[config.mk]
export PLATFORM = sky130hd
export DESIGN_NAME = infix_to_postfix_converter
export DESIGN_NICKNAME = d
export VERILOG_FILES = /design/src/sv/ifp_pkg.sv /design/src/sv/ifp_ram.sv /design/src/sv/infix_to_postfix_converter.sv
export SDC_FILE = /design/constraint.sdc
export NUM_CORES = 1
export LEC_CHECK = 0
export ABC_AREA = 1
export BUFFER_PORTS_ARGS = -buffer_cell sky130_fd_sc_hd__buf_2
export CORE_UTILIZATION = 62
export CTS_BUF_LIST = sky130_fd_sc_hd__clkbuf_4
export DETAILED_ROUTE_END_ITERATION = 6
export GPL_TIMING_DRIVEN = 1
export PLACE_DENSITY = 0.92
export SKIP_CTS_REPAIR_TIMING = 1
export SYNTH_ARGS = -nofsm -noshare
export SYNTH_HDL_FRONTEND = slang
export SYNTH_SLANG_ARGS = --single-unit
[constraint.sdc]
create_clock -name clk_i -period 5.05 [get_ports clk_i]
set_clock_uncertainty 0.15 [all_clocks]
set_input_delay 0.505 -clock clk_i [delete_from_list [all_inputs] [get_ports clk_i]]
set_output_delay 0.505 -clock clk_i [all_outputs]
set_load 0.02 [all_outputs]
[src/sv/ifp_pkg.sv]
// ----------------------------------------------------------------------------
// ifp_pkg
// Token codes, precedence and classification helpers for the infix to
// postfix converter.
// ----------------------------------------------------------------------------
package ifp_pkg;

  // Input token code, four bits wide.
  typedef logic [3:0] kind_t;

  localparam kind_t KIND_NUM   = 4'd0;
  localparam kind_t KIND_ADD   = 4'd1;
  localparam kind_t KIND_SUB   = 4'd2;
  localparam kind_t KIND_MUL   = 4'd3;
  localparam kind_t KIND_DIV   = 4'd4;
  localparam kind_t KIND_POW   = 4'd5;
  localparam kind_t KIND_SIN   = 4'd6;
  localparam kind_t KIND_COS   = 4'd7;
  localparam kind_t KIND_OPEN  = 4'd8;
  localparam kind_t KIND_CLOSE = 4'd9;
  localparam kind_t KIND_END   = 4'd10;

  // Operator precedence: power binds tightest, then multiply and divide.
  localparam logic [2:0] PREC_POW  = 3'd4;
  localparam logic [2:0] PREC_MUL  = 3'd3;
  localparam logic [2:0] PREC_ADD  = 3'd2;
  localparam logic [2:0] PREC_NONE = 3'd0;

  function automatic logic [2:0] prec(input kind_t k);
    logic [2:0] p;
    case (k)
      KIND_POW:           p = PREC_POW;
      KIND_MUL, KIND_DIV: p = PREC_MUL;
      KIND_ADD, KIND_SUB: p = PREC_ADD;
      default:            p = PREC_NONE;
    endcase
    return p;
  endfunction

  function automatic logic is_op(input kind_t k);
    return (k >= KIND_ADD) && (k <= KIND_POW);
  endfunction

  function automatic logic is_fn(input kind_t k);
    return (k == KIND_SIN) || (k == KIND_COS);
  endfunction

endpackage

[src/sv/ifp_ram.sv]
// ----------------------------------------------------------------------------
// ifp_ram
// Generic single-clock RAM with one write port and one registered read port.
// ----------------------------------------------------------------------------
module ifp_ram #(
  parameter int Width = 4,
  parameter int Depth = 32
) (
  input  logic                     clk_i,
  input  logic                     we_i,
  input  logic [$clog2(Depth)-1:0] waddr_i,
  input  logic [Width-1:0]         wdata_i,
  input  logic                     re_i,
  input  logic [$clog2(Depth)-1:0] raddr_i,
  output logic [Width-1:0]         rdata_o
);

  logic [Width-1:0] mem_q [Depth];
  logic [Width-1:0] rdata_q;

  // Write port and registered read port.
  always_ff @(posedge clk_i) begin
    if (we_i) begin
      mem_q[waddr_i] <= wdata_i;
    end
    if (re_i) begin
      rdata_q <= mem_q[raddr_i];
    end
  end

  assign rdata_o = rdata_q;

endmodule

[src/sv/infix_to_postfix_converter.sv]
// ----------------------------------------------------------------------------
// infix_to_postfix_converter
// Shunting-yard converter: takes one coded infix token per request and emits
// postfix tokens, keeping the operator stack in a RAM.
// ----------------------------------------------------------------------------
//
//  Channel   Handshake                    Payload
//  -------   --------------------------   ----------------------------------
//  in        in_valid_i / in_ready_o      token_kind_i, number_value_i
//  out       out_valid_o / out_ready_i    out_kind_o, out_value_o,
//                                         last_of_run_o, expression_done_o,
//                                         overflow_o
//
//  A request is accepted in the idle state and pops one stack entry per cycle
//  while the output is free, reading the next top through the registered
//  read port of the stack RAM; all but a push end with a release state.
//  Reset clears the stack count and overflow flag but not the RAM, and a
//  full output register with out_ready_i low stalls the pop sequence.
module infix_to_postfix_converter
  import ifp_pkg::*;
#(
  parameter int STACK_DEPTH = 32,
  parameter int VALUE_WIDTH = 32
) (
  input  logic                   clk_i,
  input  logic                   rst_ni,
  input  logic                   in_valid_i,
  output logic                   in_ready_o,
  input  logic [3:0]             token_kind_i,
  input  logic [VALUE_WIDTH-1:0] number_value_i,
  output logic                   out_valid_o,
  input  logic                   out_ready_i,
  output logic [2:0]             out_kind_o,
  output logic [VALUE_WIDTH-1:0] out_value_o,
  output logic                   last_of_run_o,
  output logic                   expression_done_o,
  output logic                   overflow_o
);

  localparam int AW = $clog2(STACK_DEPTH);
  localparam int CW = $clog2(STACK_DEPTH + 1);
  localparam logic [CW-1:0] CntFull = CW'(STACK_DEPTH);
  localparam logic [CW-1:0] CntOne  = CW'(1);
  localparam logic [CW-1:0] CntTwo  = CW'(2);

  // Sequencer state codes.
  localparam logic [2:0] S_IDLE  = 3'd0;
  localparam logic [2:0] S_OPPOP = 3'd1;
  localparam logic [2:0] S_CLPOP = 3'd2;
  localparam logic [2:0] S_CLFN  = 3'd3;
  localparam logic [2:0] S_END   = 3'd4;
  localparam logic [2:0] S_DONE  = 3'd5;

  logic [2:0]             state_q, state_d;
  logic [CW-1:0]          cnt_q, cnt_d;
  kind_t                  top_q, top_d;
  logic                   fresh_q, fresh_d;
  kind_t                  kind_q, kind_d;
  logic                   overflow_q, overflow_d;
  logic                   pend_vld_q, pend_vld_d;
  kind_t                  pend_kind_q, pend_kind_d;
  logic [VALUE_WIDTH-1:0] pend_val_q, pend_val_d;

  logic                   ovld_q;
  logic [2:0]             okind_q;
  logic [VALUE_WIDTH-1:0] oval_q;
  logic                   olast_q, odone_q, oovf_q;

  logic                   ram_we, ram_re;
  logic [AW-1:0]          ram_waddr, ram_raddr;
  kind_t                  ram_wdata, ram_rdata;
  kind_t                  top_w;
  logic                   out_free, go;
  logic                   emit_en, finish_en, out_load;
  kind_t                  emit_kind;
  logic [VALUE_WIDTH-1:0] emit_val;
  logic [CW-1:0]          cnt_m2;

  // Operator stack storage.
  ifp_ram #(
    .Width ($bits(kind_t)),
    .Depth (STACK_DEPTH)
  ) u_stack (
    .clk_i   (clk_i),
    .we_i    (ram_we),
    .waddr_i (ram_waddr),
    .wdata_i (ram_wdata),
    .re_i    (ram_re),
    .raddr_i (ram_raddr),
    .rdata_o (ram_rdata)
  );

  // The top of stack comes straight from the RAM in the cycle after a pop.
  assign top_w     = fresh_q ? ram_rdata : top_q;
  assign out_free  = !ovld_q || out_ready_i;
  assign go        = out_free;
  assign cnt_m2    = cnt_q - CntTwo;
  assign ram_waddr = cnt_q[AW-1:0];
  assign ram_raddr = cnt_m2[AW-1:0];
  assign in_ready_o = (state_q == S_IDLE);

  // Sequencer: push, pop one entry per cycle while the output is free, then release the held result.
  always_comb begin
    state_d     = state_q;
    cnt_d       = cnt_q;
    top_d       = top_w;
    fresh_d     = 1'b0;
    kind_d      = kind_q;
    overflow_d  = overflow_q;
    ram_we      = 1'b0;
    ram_wdata   = kind_q;
    ram_re      = 1'b0;
    emit_en     = 1'b0;
    emit_kind   = top_w;
    emit_val    = '0;
    finish_en   = 1'b0;

    case (state_q)
      S_IDLE: begin
        if (in_valid_i) begin
          kind_d = token_kind_i;
          if (token_kind_i == KIND_NUM) begin
            emit_en   = 1'b1;
            emit_kind = KIND_NUM;
            emit_val  = number_value_i;
            state_d   = S_DONE;
          end else if (is_op(token_kind_i)) begin
            state_d = S_OPPOP;
          end else if (is_fn(token_kind_i) || token_kind_i == KIND_OPEN) begin
            if (cnt_q == CntFull) begin
              overflow_d = 1'b1;
            end else begin
              ram_we    = 1'b1;
              ram_wdata = token_kind_i;
              top_d     = token_kind_i;
              cnt_d     = cnt_q + CntOne;
            end
          end else if (token_kind_i == KIND_CLOSE) begin
            state_d = S_CLPOP;
          end else if (token_kind_i == KIND_END) begin
            state_d = S_END;
          end
        end
      end
      S_OPPOP: begin
        if (cnt_q != '0 && is_op(top_w) && prec(top_w) >= prec(kind_q)) begin
          if (go) begin
            emit_en = 1'b1;
            cnt_d   = cnt_q - CntOne;
            ram_re  = (cnt_q >= CntTwo);
            fresh_d = ram_re;
          end else begin
            fresh_d = 1'b0;
          end
        end else begin
          if (cnt_q == CntFull) begin
            overflow_d = 1'b1;
          end else begin
            ram_we = 1'b1;
            top_d  = kind_q;
            cnt_d  = cnt_q + CntOne;
          end
          state_d = S_DONE;
        end
      end
      S_CLPOP: begin
        if (cnt_q != '0 && top_w != KIND_OPEN) begin
          if (go) begin
            emit_en = 1'b1;
            cnt_d   = cnt_q - CntOne;
            ram_re  = (cnt_q >= CntTwo);
            fresh_d = ram_re;
          end
        end else if (cnt_q != '0) begin
          // Drop the matching opening parenthesis.
          cnt_d   = cnt_q - CntOne;
          ram_re  = (cnt_q >= CntTwo);
          fresh_d = ram_re;
          state_d = S_CLFN;
        end else begin
          state_d = S_DONE;
        end
      end
      S_CLFN: begin
        if (cnt_q != '0 && is_fn(top_w)) begin
          if (go) begin
            emit_en = 1'b1;
            cnt_d   = cnt_q - CntOne;
            ram_re  = (cnt_q >= CntTwo);
            fresh_d = ram_re;
            state_d = S_DONE;
          end
        end else begin
          state_d = S_DONE;
        end
      end
      S_END: begin
        if (cnt_q != '0) begin
          if (top_w == KIND_OPEN) begin
            cnt_d   = cnt_q - CntOne;
            ram_re  = (cnt_q >= CntTwo);
            fresh_d = ram_re;
          end else if (go) begin
            emit_en = 1'b1;
            cnt_d   = cnt_q - CntOne;
            ram_re  = (cnt_q >= CntTwo);
            fresh_d = ram_re;
          end
        end else begin
          state_d = S_DONE;
        end
      end
      S_DONE: begin
        if (!pend_vld_q) begin
          state_d = S_IDLE;
        end else if (out_free) begin
          finish_en = 1'b1;
          state_d   = S_IDLE;
        end
      end
      default: begin
        state_d = S_IDLE;
      end
    endcase
  end

  // The newest result is held back until it is known whether it ends the run.
  always_comb begin
    pend_vld_d  = pend_vld_q;
    pend_kind_d = pend_kind_q;
    pend_val_d  = pend_val_q;
    if (emit_en) begin
      pend_vld_d  = 1'b1;
      pend_kind_d = emit_kind;
      pend_val_d  = emit_val;
    end else if (finish_en) begin
      pend_vld_d = 1'b0;
    end
  end

  assign out_load = (emit_en && pend_vld_q) || finish_en;

  // Control registers.
  always_ff @(posedge clk_i or negedge rst_ni) begin
    if (!rst_ni) begin
      state_q    <= S_IDLE;
      cnt_q      <= '0;
      fresh_q    <= 1'b0;
      overflow_q <= 1'b0;
      pend_vld_q <= 1'b0;
      ovld_q     <= 1'b0;
    end else begin
      state_q    <= state_d;
      cnt_q      <= cnt_d;
      fresh_q    <= fresh_d;
      overflow_q <= overflow_d;
      pend_vld_q <= pend_vld_d;
      if (out_load) begin
        ovld_q <= 1'b1;
      end else if (out_ready_i) begin
        ovld_q <= 1'b0;
      end
    end
  end

  // Payload registers.
  always_ff @(posedge clk_i) begin
    top_q       <= top_d;
    kind_q      <= kind_d;
    pend_kind_q <= pend_kind_d;
    pend_val_q  <= pend_val_d;
    if (out_load) begin
      okind_q <= pend_kind_q[2:0];
      oval_q  <= pend_val_q;
      olast_q <= finish_en;
      odone_q <= finish_en && (kind_q == KIND_END);
      oovf_q  <= overflow_q;
    end
  end

  assign out_valid_o       = ovld_q;
  assign out_kind_o        = okind_q;
  assign out_value_o       = oval_q;
  assign last_of_run_o     = olast_q;
  assign expression_done_o = odone_q;
  assign overflow_o        = oovf_q;

`ifndef SYNTHESIS
  // The stack count never passes the stack depth.
  a_cnt_range: assert property (@(posedge clk_i) disable iff (!rst_ni)
    cnt_q <= CntFull)
    else $error("stack count beyond depth");

  // No result is held back while waiting for a new request.
  a_idle_empty: assert property (@(posedge clk_i) disable iff (!rst_ni)
    (state_q == S_IDLE) |-> !pend_vld_q)
    else $error("held result left in idle");

  // The overflow flag is sticky.
  a_ovf_sticky: assert property (@(posedge clk_i) disable iff (!rst_ni)
    overflow_q |=> overflow_q)
    else $error("overflow flag cleared");

  // A fresh read only follows a pop that left at least one entry.
  a_fresh_cnt: assert property (@(posedge clk_i) disable iff (!rst_ni)
    fresh_q |-> (cnt_q != '0))
    else $error("stack read with empty stack");

  // The expression end mark only appears on the last result of a run.
  a_done_last: assert property (@(posedge clk_i) disable iff (!rst_ni)
    (ovld_q && odone_q) |-> olast_q)
    else $error("done mark without last mark");
`endif

endmodule
### After elaboration in Yosys (flattened, before gate mapping)

Memories as Yosys holds them, arrays and structs flattened. A register that Yosys moved wholly into a read port is not among the register bits.
Cells that the tools add are included.
W data, S select, Z words.

* flip-flop bits (word level): 94
* RAM bits: 128
* bits of input ports: 40
* output and inout port bits: 40
* word-level logic and storage cells: 184
* memories: 1

* add/sub/neg operators: 3
* order comparisons: 6
* equal/unequal tests: 40
* muxes and demuxes: 89
* reduce and logical (&&, ||, !) cells: 30

Memories
* u_stack.mem_q: words 32, bits a word 4, read ports 1, clocked after Yosys merged registers in 1, wr ports 1, line ifp_ram.sv:18 `logic [Width-1:0] mem_q [Depth];`

Operators with widths (count)
* $mux W6: 12
* $mux W3: 19
* $mux W4: 14
* $mux W1: 35
* $eq A4 B3 Y1 const B: 8
* $pmux W6 S5: 1
* $eq A4 B4 Y1 const B: 5
* $pmux W3 S3: 2
* $pmux W3 S6: 1
* $eq A4 B2 Y1 const B: 4
* $ne A2 B2 Y1 const B: 8
* $reduce_and A8 Y1: 2
* $ne A3 B3 Y1 const B: 3
* $eq A4 B1 Y1 const B: 2
* $ge A4 B1 Y1 const B: 2
* $le A4 B3 Y1 const B: 2
* $logic_and A1 B1 Y1: 8
* $ne A4 B4 Y1 const B: 2
* $pmux W4 S2: 1
* $reduce_or A2 Y1: 4
* $add A6 B1 Y6 const B: 1
* $eq A3 B2 Y1 const B: 2
* $eq A3 B3 Y1 const B: 2
* $eq A6 B6 Y1 const B: 1
* 20 further kinds: 27

### Longest topological paths before layout

Gate-level depths: netlist (run 1).

* word-level depth: 12
* mapped depth: 17
* depth with buffers taken out: 16

### Modules after synthesis

Synthesis (run 1) repeated with hierarchy kept, for this count alone.

* cells, all modules: 993
* area total of the unflattened synthesis: 10311.1 um^2

By module, submodules not included
* ifp_ram: instances 1, cells an instance 486, area an instance 5536.6 um^2
* infix_to_postfix_converter: instances 1, cells an instance 507, area an instance 4774.6 um^2

### Worst setup path after synthesis (run 1)

No wires, ideal clock.

* kind: flip-flop to flip-flop
* start: reg cnt_q[0]
* end: reg odone_q (netlist: expression_done_o) (enable)
* library setup time: 518 ps
* arrival: 3815 ps
* required time: 4382 ps
* path slack: 567 ps
* cell stages (with the launch flop): 14
* cells stage by stage: dfrtp_1 > buf_2 > inv_1 > buf_2 > buf_2 > ha_1 > nand3_2 > buf_4 > nand4_1 > nand3_1 > nand4_1 > nand3_1 > nand2_1 > nand2_1

* word-level cells in the longest chain between the ends: 7

Ends and longest elaborated chain
* start, declared: line infix_to_postfix_converter.sv:55 `logic [CW-1:0] cnt_q, cnt_d;`
* start signal, assigned: line infix_to_postfix_converter.sv:254 `cnt_q <= cnt_d;`
* $reduce_bool A6 Y1 *
* $logic_and A1 B1 Y1 (2 in a row): line infix_to_postfix_converter.sv:146 `if (cnt_q != '0 && is_op(top_w) && prec(top_w) >= prec(kind_q)) begin`
* $mux W1: line infix_to_postfix_converter.sv:146
* $pmux W1 S5 *: line infix_to_postfix_converter.sv:118 `case (state_q)`
* via emit_en: line infix_to_postfix_converter.sv:74 `logic emit_en, finish_en, out_load;`
* $logic_and A1 B1 Y1 *: line infix_to_postfix_converter.sv:241 `assign out_load = (emit_en && pend_vld_q) || finish_en;`
* $logic_or A1 B1 Y1 *: line infix_to_postfix_converter.sv:241
* via out_load: line infix_to_postfix_converter.sv:74
* end signal, assigned: line infix_to_postfix_converter.sv:276 `odone_q <= finish_en && (kind_q == KIND_END);`
* end, declared: line infix_to_postfix_converter.sv:67 `logic olast_q, odone_q, oovf_q;`

The timed path passes the listed nets; every way through them passes the cells marked *.
A chain may end at the register's enable or synchronous reset.

### Final worst setup path (run 1)

* start: reg kind_q[3]
* end: reg oval_q[30] (netlist: out_value_o[30]) (enable)

* word-level cells in the longest chain between the ends: 10

Ends and longest elaborated chain
* start, declared: line infix_to_postfix_converter.sv:58 `kind_t kind_q, kind_d;`
* start signal, assigned: line infix_to_postfix_converter.sv:269 `kind_q <= kind_d;`
* $eq A4 B1 Y1, or another cell as far along: line ifp_pkg.sv:31 `case (k)`
* $reduce_or A2 Y1: line ifp_pkg.sv:31
* $pmux W3 S3 *: line ifp_pkg.sv:31
* $mux W3 *: line infix_to_postfix_converter.sv:118
* $ge A3 B3 Y1 *: line infix_to_postfix_converter.sv:146
* $logic_and A1 B1 Y1 *: line infix_to_postfix_converter.sv:146
* $mux W1 *: line infix_to_postfix_converter.sv:146
* $pmux W1 S5 *: line infix_to_postfix_converter.sv:118
* via emit_en: line infix_to_postfix_converter.sv:74
* $logic_and A1 B1 Y1 *: line infix_to_postfix_converter.sv:241
* $logic_or A1 B1 Y1 *: line infix_to_postfix_converter.sv:241
* via out_load: line infix_to_postfix_converter.sv:74
* end signal, assigned: line infix_to_postfix_converter.sv:274 `oval_q <= pend_val_q;`
* end, declared: line infix_to_postfix_converter.sv:66 `logic [VALUE_WIDTH-1:0] oval_q;`

The timed path passes the listed nets; every way through them passes the cells marked *. The select of a mux whose other input is x is not followed.

==> results by group, run 1 <==
Route
  – Vias: between 7000 and 8000
  – Number of routed nets with antenna violations: 0
  – First-pass DRT Iterations: 7
  – Vias per cell: roughly 6
  – Routed WL per cell: roughly 20 um
  – Drc violations: 20
  – Starting DRT DRC Count: 1170
  – Drt total wl: approximately 26000 um

Clock network
  – CTS tree: done
  – CTS Sinks: between 200 and 250
  – CTS buffer count: 54
  – Clk Latency, worst-skew pair: roughly 700 ps
  – Clock transition at the registers of the reported paths: ~100 ps
  – H-tree depth: 2
  – Clock buffer depth: 3
  – Clock root buffer master: clkbuf_4

STA
  – Final setup fails: 0
  – Slew Viols, Final: 0
  – Setup ws final: between 1000 and 1500 ps
  – Slew HR: a little under half
  – Crit share post-route: between 70 and 80%
  – Setup_tns: 0 ps
  – Tmin final: about 3700 ps
  – Final hold viol count: 0
  – Hold_ws: ~2.5 ps
  – Worst slew pin tran: roughly 800 ps
  – RSZ-0062 raised after global routing: false
  – FMAX: around 270 MHz

Yosys
  – Avg Inst Size Synth: about 11 um^2
  – Syn Inst Count: between 900 and 1000
  – Yosys synthesis warning count: 0
  – Most common cell in the netlist: edfxtp_1
  – Ys flop type: edfxtp_1
  – Async S/R FF share, synth: 5.752%
  – FF+latch count, synth: ~230
  – Post-synth EDFFs: roughly 210
  – Synthesized area: roughly 10000 um^2
  – Seq/Total Area, Yosys: roughly two thirds
  – Largest area contributor in the netlist: edfxtp_1
  – Commonest cells post-synth: edfxtp_1 (209), nor2_1 (161), nand2_1 (124), inv_1 (86), o21ai_0 (81)
  – Main area contributors after synthesis: edfxtp_1 (62%), nor2_1 (6.0%), nand2_1 (4.6%), o21ai_0 (4.0%), dfrtp_1 (3.2%)
  – Synth cell types: 48
  – Synth top area share: between 60% and 70%
  – Syn_nets: 963

GRT
  – Gr usage total: around 29%
  – Global-route wire length before repair: between 30000 and 40000 um
  – Total global routing overflow: 0
  – Pin count of the biggest net entering global routing: 73
  – Initial antenna violation count: 1
  – Number of global-route vias before repair: 7491

Floorplan
  – Initial Util: between 60% and 70%
  – Core footprint: about 16000 um^2
  – Die extent in x: 129.5 um
  – Die height: roughly 130 um
  – Num ports: 80
  – Std cell rows: between 40 and 50
  – Die area: between 15000 and 20000 um^2

Placement
  – Port bufs: between 70 and 80
  – Pre-CTS setup slack: about 1500 ps
  – Post-DP HPWL: between 10000 and 15000 um
  – Final Wtd Congestion: approximately 1

Power
  – PD cells: 687.3 nW/um^2
  – Logic pwr share: between 40% and 50%
  – Clock Power Share: between 10% and 20%
  – Internal power: 4.470 mW
  – Sequential power share: 37.8%
  – Leakage: roughly 4.6 nW
  – Max rail drop VDD: about 0.36 mV
  – Switching fraction of total power: between 40% and 50%
  – NetSw: approximately 3.5 mW

Critical path
  – Crit. End Element: register
  – CP Class: reg -> reg
  – Crit-path max FO: 38
  – CP required: about 5100 ps
  – Worst EP arrival: around 3800 ps
  – CP startpoint kind: register

Cells and area
  – Final net count: about 1100
  – Area growth, synth to finish: 14.56%
  – Seq. cell area: roughly 6700 um^2
  – Multi-input combinational cell area: about 2900 um^2
  – Fraction of layout instances using a drive strength above 1: a little over a fifth
  – FILL cells: 958

Flow run
  – Max-cap violations: 0

Hold path
  – Hold Path Class: in -> reg

Outcome
  – Failing checks: DRC
  – Status: complete, but fails checks
==> cell families after synthesis <==
kind of cell,count (synthesis),synth area share (%)
DFF,226,66.28
buffers and inverters,128,5.138
adders and majority gates,10,1.241
AOI/OAI and AO/OA,167,10.24
and+or+nand+nor,375,16.42
xor gates and xnor gates,7,0.6827
==> routing by layer <==
metal / global-route usage (%) / routed length (um)
met4: 14.98 / 1297
met2: 48.51 / 12760
met1: 36.13 / 8813
met5: 0 / 0
met3: 7.267 / 2813
==> through the flow <==
step	util (%)	std cells	instance area (um^2)	total power [mW]
after global placement	67.31	1185	10690	6.113
after global routing	72.70	1301	11550	8.322
after detailed placement	67.31	1185	10690	6.227
after CTS	71.68	1284	11390	7.748
after floorplan	-	913	10080	5.293
final	72.70	1301	11550	7.937
==> final timing paths <==
path	slack, ps	endpoint	cells after the start	startpoint
max	1320	out_value_o[30]	14	kind_q[3]
min	2	pend_val_q[0]	3	number_value_i[0]
max reg2reg	1320	out_value_o[30]	14	kind_q[3]
min reg2reg	160	out_value_o[4]	0	pend_val_q[4]
max in group asynchronous	4280	cnt_q[1]	2	rst_ni
min in group asynchronous	100	state_q[0]	2	rst_ni
==> critical path, cell delays in order (launching register included) <==
cell	delay, ps
edfxtp_1	400
inv_1	170
nand2_1	100
o31ai_1	320
nor2_1	80
ha_1	300
nand2_1	60
o211ai_1	490
nand3_4	210
nand2_1	120
nand4_1	100
nand3_2	100
nand2_1	90
nand2_1	90
buf_4	460
==> sequential cells by signal, indices dropped and copies added (netlist names), 3 cells and up <==
| register | cells |
|---|---|
| cnt_q | 6 |
| kind_q | 4 |
| out_kind_o | 3 |
| out_value_o | 32 |
| pend_kind_q | 3 |
| pend_val_q | 32 |
| state_q | 3 |
| top_q | 4 |
| u_stack.mem_q | 128 |
| u_stack.rdata_o | 4 |
==> power groups by stage <==
stage | Combinational [mW] | Clock, mW | Sequential [mW]
6_report | 3.44 | 1.49 | 3.00
5_1_grt | 3.68 | 1.60 | 3.04
3_3_place_gp | 3.14 | 0 | 2.97
4_1_cts | 3.29 | 1.49 | 2.97
3_5_place_dp | 3.23 | 0 | 3.00
2_1_floorplan | 2.11 | 0 | 3.18
==> layout by cell type, fill, tap and decap left out, types with 5 or more instances in the layout <==
cell type and n:
dlygate4sd3_1 16, o22ai_1 8, o211ai_1 14, buf_4 11, xor2_1 5, nor2_2 6, o21ai_0 79, o21ai_1 5
nand3_1 45, edfxtp_1 209, clkbuf_4 83, nand2_2 8, nand2_4 6, inv_1 85, dfrtp_1 12, clkinv_2 5
clkinv_1 10, nand2_1 124, inv_2 8, ha_1 10, a21oi_1 15, nand4_1 10, nor2_1 161, o221ai_1 25
buf_2 79, nand3_2 5
==> area by class of cell <==
cell class | count | share of cell area [%]
Sequential cell | 226 | 57.87
Tap cell | 216 | 2.340
Clock inverter | 16 | 0.6067
Inverter | 94 | 3.099
Antenna cell | 1 | 0.02167
Timing Repair Buffer | 106 | 5.525
Clock buffer | 83 | 5.395
Multi-Input combinational cell | 559 | 25.15
(Power assumes the default switching activity.)
==> inputs of run 2 (changes only) <==
ABC_AREA = 0   (was 1)
clock period = 3.5 ns   (was 5.05 ns; I/O delays follow)
==> run 2 against run 1 <==
The flow now finishes without violations. Routed wire length hardly changed. Via count is 13% lower. Synthesized cell count is 31% lower. Utilization is 6.1 points higher. Hold slack better by 43 ps. Critical path depth is 1 lower. Register-to-register slack worse by 1200 ps. Global-route usage is 0.70 points lower. Power is 38% higher. Die area is 3.0% lower. Combinational power is 31% higher. Critical path type unchanged. Largest power group unchanged.
==> results by group, run 2 <==
Clock network
  – H-tree depth: 2 (unchanged)
  – Clock buffer depth: 3 (unchanged)
  – CTS buffer count: 54 (unchanged)
  – Clk Latency, worst-skew pair: 650 ps (was 700 ps)
  – CTS tree: done (unchanged)
  – Clock transition at the registers of the reported paths: 80 ps (was 100 ps)
  – CTS Sinks: 226 (unchanged)
  – Clock root buffer master: clkbuf_4 (unchanged)

Cells and area
  – Largest Register: u_stack.mem_q (unchanged)
  – Most common cell after layout, fill and taps aside: edfxtp_1 (unchanged)
  – Final instance area: 12070 um^2 (was 11550 um^2)
  – Area growth, synth to finish: 23.56% (was 14.56%)
  – Commonest non-fill, non-tap cells in the layout: edfxtp_1 (209), buf_2 (79), clkbuf_4 (70), mux4_2 (40) (was edfxtp_1 (209), nor2_1 (161), nand2_1 (124), inv_1 (85), clkbuf_4 (83))
  – Layout Cells excl Fill: 1078 (was 1301)
  – Max FFs per register: 128 (unchanged)
  – Final net count: 872 (was 1091)
  – FILL cells: 797 (was 958)
  – Fraction of layout instances using a drive strength above 1: 35.29% (was 21.03%)
  – Diode count: 0 (was 1)

Yosys
  – Commonest cells post-synth: edfxtp_1 (209), nor2_1 (58), mux4_2 (40), and2_1 (33), nand2_1 (32) (was edfxtp_1 (209), nor2_1 (161), nand2_1 (124), inv_1 (86), o21ai_0 (81))
  – Seq/Total Area, Yosys: 68.38% (was 66.28%)
  – Syn Inst Count: 634 (was 913)
  – Largest area contributor in the netlist: edfxtp_1 (unchanged)
  – Synthesized area: 9771 um^2 (was 10080 um^2)
  – Async S/R FF share, synth: 5.752% (unchanged)
  – FF+latch count, synth: 226 (unchanged)
  – Post-synth EDFFs: 209 (unchanged)
  – Synth cell types: 70 (was 48)
  – Synth top area share: 64.23% (was 62.26%)
  – Most common cell in the netlist: edfxtp_1 (unchanged)
  – Main area contributors after synthesis: edfxtp_1 (64%), mux4_2 (9.2%), dfrtp_1 (3.3%), nor2_1 (2.2%), and2_1 (2.1%) (was edfxtp_1 (62%), nor2_1 (6.0%), nand2_1 (4.6%), o21ai_0 (4.0%), dfrtp_1 (3.2%))
  – Syn_nets: 684 (was 963)
  – Avg Inst Size Synth: 15.41 um^2 (was 11.04 um^2)
  – Ys flop type: edfxtp_1 (unchanged)
  – Yosys synthesis warning count: 0 (unchanged)

Route
  – Drt total wl: 25670 um (was 25690 um)
  – Vias per cell: 6.396 (was 6.088)
  – Drc violations: 0 (was 20)
  – Routed WL per cell: 23.81 um (was 19.74 um)
  – First-pass DRT Iterations: 6 (was 7)
  – Vias: 6895 (was 7921)
  – Number of routed nets with antenna violations: 0 (unchanged)
  – Starting DRT DRC Count: 1043 (was 1170)

Power
  – Leakage: 4.340 nW (was 4.598 nW)
  – PD cells: 904.2 nW/um^2 (was 687.3 nW/um^2)
  – Max rail drop VDD: 0.4093 mV (was 0.3568 mV)

Hold path
  – Hold Path Class: in -> reg (unchanged)

GRT
  – Total global routing overflow: 0 (unchanged)
  – Initial antenna violation count: 1 (unchanged)
  – Pin count of the biggest net entering global routing: 41 (was 73)
  – Global-route wire length before repair: 34560 um (was 37190 um)
  – Gr usage total: 28.64% (was 29.34%)
  – Number of global-route vias before repair: 6376 (was 7491)

Floorplan
  – Die height: 127.5 um (was 129.5 um)
  – Std cell rows: 45 (was 46)
  – Die extent in x: 127.5 um (was 129.5 um)
  – Num ports: 80 (unchanged)
  – Initial Util: 63.80% (was 63.46%)
  – Die area: 16270 um^2 (was 16770 um^2)
  – Core footprint: 15310 um^2 (was 15890 um^2)

STA
  – Final hold viol count: 0 (unchanged)
  – Tmin final: 3406 ps (was 3726 ps)
  – Worst slew pin tran: 961.3 ps (was 801.3 ps)
  – FMAX: 293.6 MHz (was 268.4 MHz)
  – Slew Viols, Final: 0 (unchanged)
  – Slew HR: 35.45% (was 46.33%)
  – Crit share post-route: 97.32% (was 73.78%)
  – Final setup fails: 0 (unchanged)
  – Setup ws final: 93.78 ps (was 1324 ps)

Critical path
  – CP required: 3710 ps (was 5140 ps)
  – Worst EP arrival: 3610 ps (was 3820 ps)
  – CP Class: reg -> reg (unchanged)
  – CP startpoint kind: register (unchanged)
  – Crit. End Element: register (unchanged)
  – Crit-path max FO: 8 (was 38)

Placement
  – DP Cell Count: 933 (was 1185)
  – Port bufs: 79 (unchanged)
  – Pre-CTS setup slack: -120.2 ps (was 1527 ps)
  – Placed Area: 10680 um^2 (was 10690 um^2)
  – Post-DP HPWL: 14330 um (was 14630 um)
  – Final Wtd Congestion: 0.8917 (was 1.002)

Outcome
  – Status: finished, final reports clean (was complete, but fails checks)

Flow run
  – Max-cap violations: 0 (unchanged)
-- run 2: changes by cell type in the layout (fill, tap and decap cells not counted), moves of 32 or more --
| cell | before | now |
|---|---|---|
| mux4_2 | 0 | 40 |
| o21ai_0 | 79 | 12 |
| nor2_1 | 161 | 30 |
| nand2_1 | 124 | 29 |
| and2_1 | 1 | 33 |
| inv_1 | 85 | 13 |
-- run 2: kinds of logic (layout without fill, tap and decap cells) --
logic type,after synthesis,count (layout),share of synthesized area [%]
compound gates,102,102,7.415
xor+xnor,7,7,0.6275
fa+ha+maj,10,10,1.281
buf+inv,47,280,1.959
flops,226,226,68.38
mux,51,51,10.42
simple gates,191,191,9.912
-- run 2: layout make-up --
| type | instances | area (um^2) | share of cell area [%] |
|---|---|---|---|
| repair buffers | 164 | 1211 | 10.03 |
| flip-flops and latches | 226 | 6683 | 55.35 |
| well taps | 211 | 264.0 | 2.187 |
| clock buffers | 70 | 525.5 | 4.353 |
| multi-input cells | 361 | 3128 | 25.91 |
| clock inverters | 31 | 205.2 | 1.700 |
| inverters | 15 | 56.30 | 0.4664 |
-- run 2: final timing paths --
check	from	end	slack, ps	cells past startpoint
max in group asynchronous	rst_ni	cnt_q[0]	1980	3
worst min register to register	pend_val_q[23]	out_value_o[23]	270	0
worst min-delay path	in_valid_i	state_q[1]	50	4
worst max register to register	kind_q[1]	u_stack.mem_q[18][0]	90	13
min in group asynchronous	rst_ni	cnt_q[2]	690	3
worst max-delay path	kind_q[1]	u_stack.mem_q[18][0]	90	13
-- run 2: report_power, final --
group	leakage [nW]	switching, mW	internal [mW]
sequential	2.09	0.339	3.80
combinational	1.83	2.68	1.82
clock	0.427	1.10	1.17
-- run 2: routing by layer --
metal | global-route usage (%) | vias up | share of wire, %
li1 | - | 2893 | -
met1 | 35.17 | 3335 | 35
met2 | 48.38 | 550 | 50
met3 | 7.328 | 115 | 10
met4 | 12.54 | 2 | 4.5
met5 | 0 | - | 0.039
-- run 2: worst max-delay path, cell delays in order, from the launching register on --
cell and delay (ps):
edfxtp_1 480, nor2_1 240, nand2_1 90, a21oi_1 290, ha_1 280, nand2b_1 150, a21o_1 190, a21oi_2 160
nor3_2 80, o31ai_2 210, buf_4 200, nand2_2 210, nor2_1 210, buf_4 170
-- run 2: stage by stage --
step                util [%]  TNS (ps)  hold WS [ps]  power (mW)
floorplan                  -         0        -95.59       6.793
global placement       69.73         0         117.8       7.928
detailed placement     69.73     -4447         129.2       8.118
CTS                    74.50     -7496        -582.2       10.38
global route           78.83     -3053         42.12       11.35
finish                 78.83         0         45.41       10.92
==> inputs of run 3 (changes only) <==
CORE_MARGIN = 2   (was unset)
==> run 3 against run 2 <==
Via count about the same. Worst setup slack got worse by 30 ps. First-iteration DRC count increased by 5.2%. Global-route usage decreased by 1.6 points. Sequential share of layout area decreased by 0.17 points. Sequential power about the same. Flip-flop and latch count unchanged. Critical endpoint is now pend_val_q[26]. Combinational power increased by 2%. Non-clock buffer count decreased by 3. The flow now finishes with violations (DRC). Clock power increased by 3%.
==> results by group, run 3 (synthesis gave the netlist of run 2 again) <==
Power
  – Max rail drop VDD: 0.4147 mV (was 0.4093 mV)
  – Logic pwr share: 41.4% (was 41.2%)
  – PD cells: 914.1 nW/um^2 (was 904.2 nW/um^2)
  – NetSw: 4.170 mW (was 4.118 mW)
  – Leakage: 4.364 nW (was 4.340 nW)
  – Switching fraction of total power: 37.66% (was 37.73%)
  – Internal power: 6.902 mW (was 6.797 mW)
  – Clock Power Share: 21.1% (was 20.9%)
  – Sequential power share: 37.5% (was 37.9%)

Clock network
  – CTS Sinks: 226 (unchanged)
  – Clk Latency, worst-skew pair: 690 ps (was 650 ps)
  – Clock buffer depth: 3 (unchanged)
  – CTS tree: done (unchanged)
  – Clock root buffer master: clkbuf_4 (unchanged)
  – Clock transition at the registers of the reported paths: 60 ps (was 80 ps)
  – H-tree depth: 2 (unchanged)
  – CTS buffer count: 55 (was 54)

Route
  – Number of routed nets with antenna violations: 0 (unchanged)
  – First-pass DRT Iterations: 7 (was 6)
  – Vias per cell: 6.398 (was 6.396)
  – Vias: 6897 (was 6895)
  – Drc violations: 20 (was 0)
  – Starting DRT DRC Count: 1097 (was 1043)
  – Drt total wl: 26280 um (was 25670 um)
  – Routed WL per cell: 24.38 um (was 23.81 um)

GRT
  – Pin count of the biggest net entering global routing: 41 (unchanged)
  – Number of global-route vias before repair: 6414 (was 6376)
  – Gr usage total: 27.00% (was 28.64%)
  – Global-route wire length before repair: 34400 um (was 34560 um)
  – Total global routing overflow: 0 (unchanged)
  – Initial antenna violation count: 1 (unchanged)

Critical path
  – CP startpoint kind: register (unchanged)
  – CP Class: reg -> reg (unchanged)
  – Worst EP arrival: 3670 ps (was 3610 ps)
  – Crit-path max FO: 9 (was 8)
  – CP required: 3740 ps (was 3710 ps)
  – Crit. End Element: register (unchanged)
  – Cell chain of the critical path: buf_4 > mux2i_4 > nor3_2 > o21ai_0 > ha_1 > nand2b_1 > a21o_1 > a21oi_2 > buf_4 > o41ai_4 > a21oi_2 > buf_4 > a21oi_4 > buf_12 > clkbuf_16 (was nor2_1 > nand2_1 > a21oi_1 > ha_1 > nand2b_1 > a21o_1 > a21oi_2 > nor3_2 > o31ai_2 > buf_4 > nand2_2 > nor2_1 > buf_4)
  – Critical-path top delay cell: dfrtp_2 (was edfxtp_1)
  – Most frequent CP cell: buf_4
  – Crit path largest cell delay: 430 ps (was 480 ps)

Floorplan
  – Std cell rows: 45 (unchanged)
  – Num ports: 80 (unchanged)
  – Die area: 16780 um^2 (was 16270 um^2)
  – Die extent in x: 129.5 um (was 127.5 um)
  – Initial Util: 63.80% (unchanged)
  – Die height: 129.5 um (was 127.5 um)
  – Core footprint: 15310 um^2 (unchanged)

Cells and area
  – Post-Route Utilization: 79.09% (was 78.83%)
  – Largest Register: u_stack.mem_q (unchanged)
  – Most common cell after layout, fill and taps aside: edfxtp_1 (unchanged)
  – Final net count: 870 (was 872)
  – Max FFs per register: 128 (unchanged)
  – Fraction of layout instances using a drive strength above 1: 36.03% (was 35.29%)
  – Layout Cells excl Fill: 1078 (unchanged)
  – Commonest non-fill, non-tap cells in the layout: edfxtp_1 (209), clkbuf_4 (83), buf_2 (79), mux4_2 (40), dlygate4sd3_1 (39) (was edfxtp_1 (209), buf_2 (79), clkbuf_4 (70), mux4_2 (40))
  – Area growth, synth to finish: 23.97% (was 23.56%)

STA
  – Worst slew pin tran: 1005 ps (was 961.3 ps)
  – Slew Viols, Final: 0 (unchanged)
  – Setup_tns: 0 ps (unchanged)
  – Hold_ws: 62.73 ps (was 45.41 ps)
  – Tmin final: 3436 ps (was 3406 ps)
  – Crit share post-route: 98.16% (was 97.32%)
  – FMAX: 291.1 MHz (was 293.6 MHz)
  – Final hold viol count: 0 (unchanged)
  – Slew HR: 32.53% (was 35.45%)
  – Setup ws final: 64.23 ps (was 93.78 ps)
  – Final setup fails: 0 (unchanged)

Placement
  – Post-DP HPWL: 14310 um (was 14330 um)
  – Port bufs: 79 (unchanged)
  – Pre-CTS setup slack: -234.0 ps (was -120.2 ps)
  – Final Wtd Congestion: 0.9344 (was 0.8917)
  – DP Cell Count: 930 (was 933)

Hold path
  – Hold Path Class: in -> reg (unchanged)

Outcome
  – Failing checks: DRC
  – Status: complete, but fails checks (was finished, final reports clean)

Flow run
  – Max-cap violations: 0 (unchanged)
[run 3: cell type report]
cell class	instances	area, um^2
tap	211	264.0
antenna	1	2.502
inverter	15	56.30
fill	790	3202
clock inverter	20	130.1
clock buffer	83	623.1
multi-input combinational	361	3156
sequential	226	6684
timing repair buffer	161	1197
[run 3: metal layers]
| metal | wire length (um) | part of all wire, % | up-vias | global-route usage [%] |
|---|---|---|---|---|
| met2 | 12970 | 49 | 542 | 44.06 |
| met4 | 963 | 3.7 | 0 | 9.930 |
| met3 | 2637 | 10 | 106 | 6.193 |
| met1 | 9709 | 37 | 3355 | 36.25 |
| li1 | - | - | 2894 | - |
| met5 | 0 | 0 | - | 0 |
[run 3: per-stage QoR]
stage          instance area, um^2  power (mW)
2_1_floorplan                 9804       6.793
3_3_place_gp                 10640       7.909
3_5_place_dp                 10640       8.082
4_1_cts                      11400       10.35
5_1_grt                      12110       11.51
6_report                     12110       11.07
[run 3: worst paths after layout]
check	endpoint	slack (ps)	startpoint	cells after the start
min in group asynchronous	overflow_q	660	rst_ni	3
hold reg to reg	out_value_o[20]	260	pend_val_q[20]	0
setup reg to reg	pend_val_q[26]	60	fresh_q	15
hold / removal	kind_q[3]	60	in_valid_i	2
setup / recovery	pend_val_q[26]	60	fresh_q	15
max in group asynchronous	cnt_q[0]	1990	rst_ni	3
[run 3: power by group through the flow]
stage	sequential, mW	combinational, mW	clock [mW]
after floorplan	4.29	2.50	0
after global routing	4.18	4.84	2.49
after global placement	4.08	3.83	0
after detailed placement	4.12	3.96	0
final	4.15	4.58	2.34
after CTS	4.07	4.00	2.28
[run 3: worst max-delay path: cells and delay by family (launching register included)]
family | cells | cell delay (ps)
AOI/OAI and AO/OA | 6 | 950
adders and majority gates | 1 | 300
buffers and inverters | 5 | 830
DFF | 1 | 430
muxes | 1 | 200
and+or+nand+nor | 2 | 280
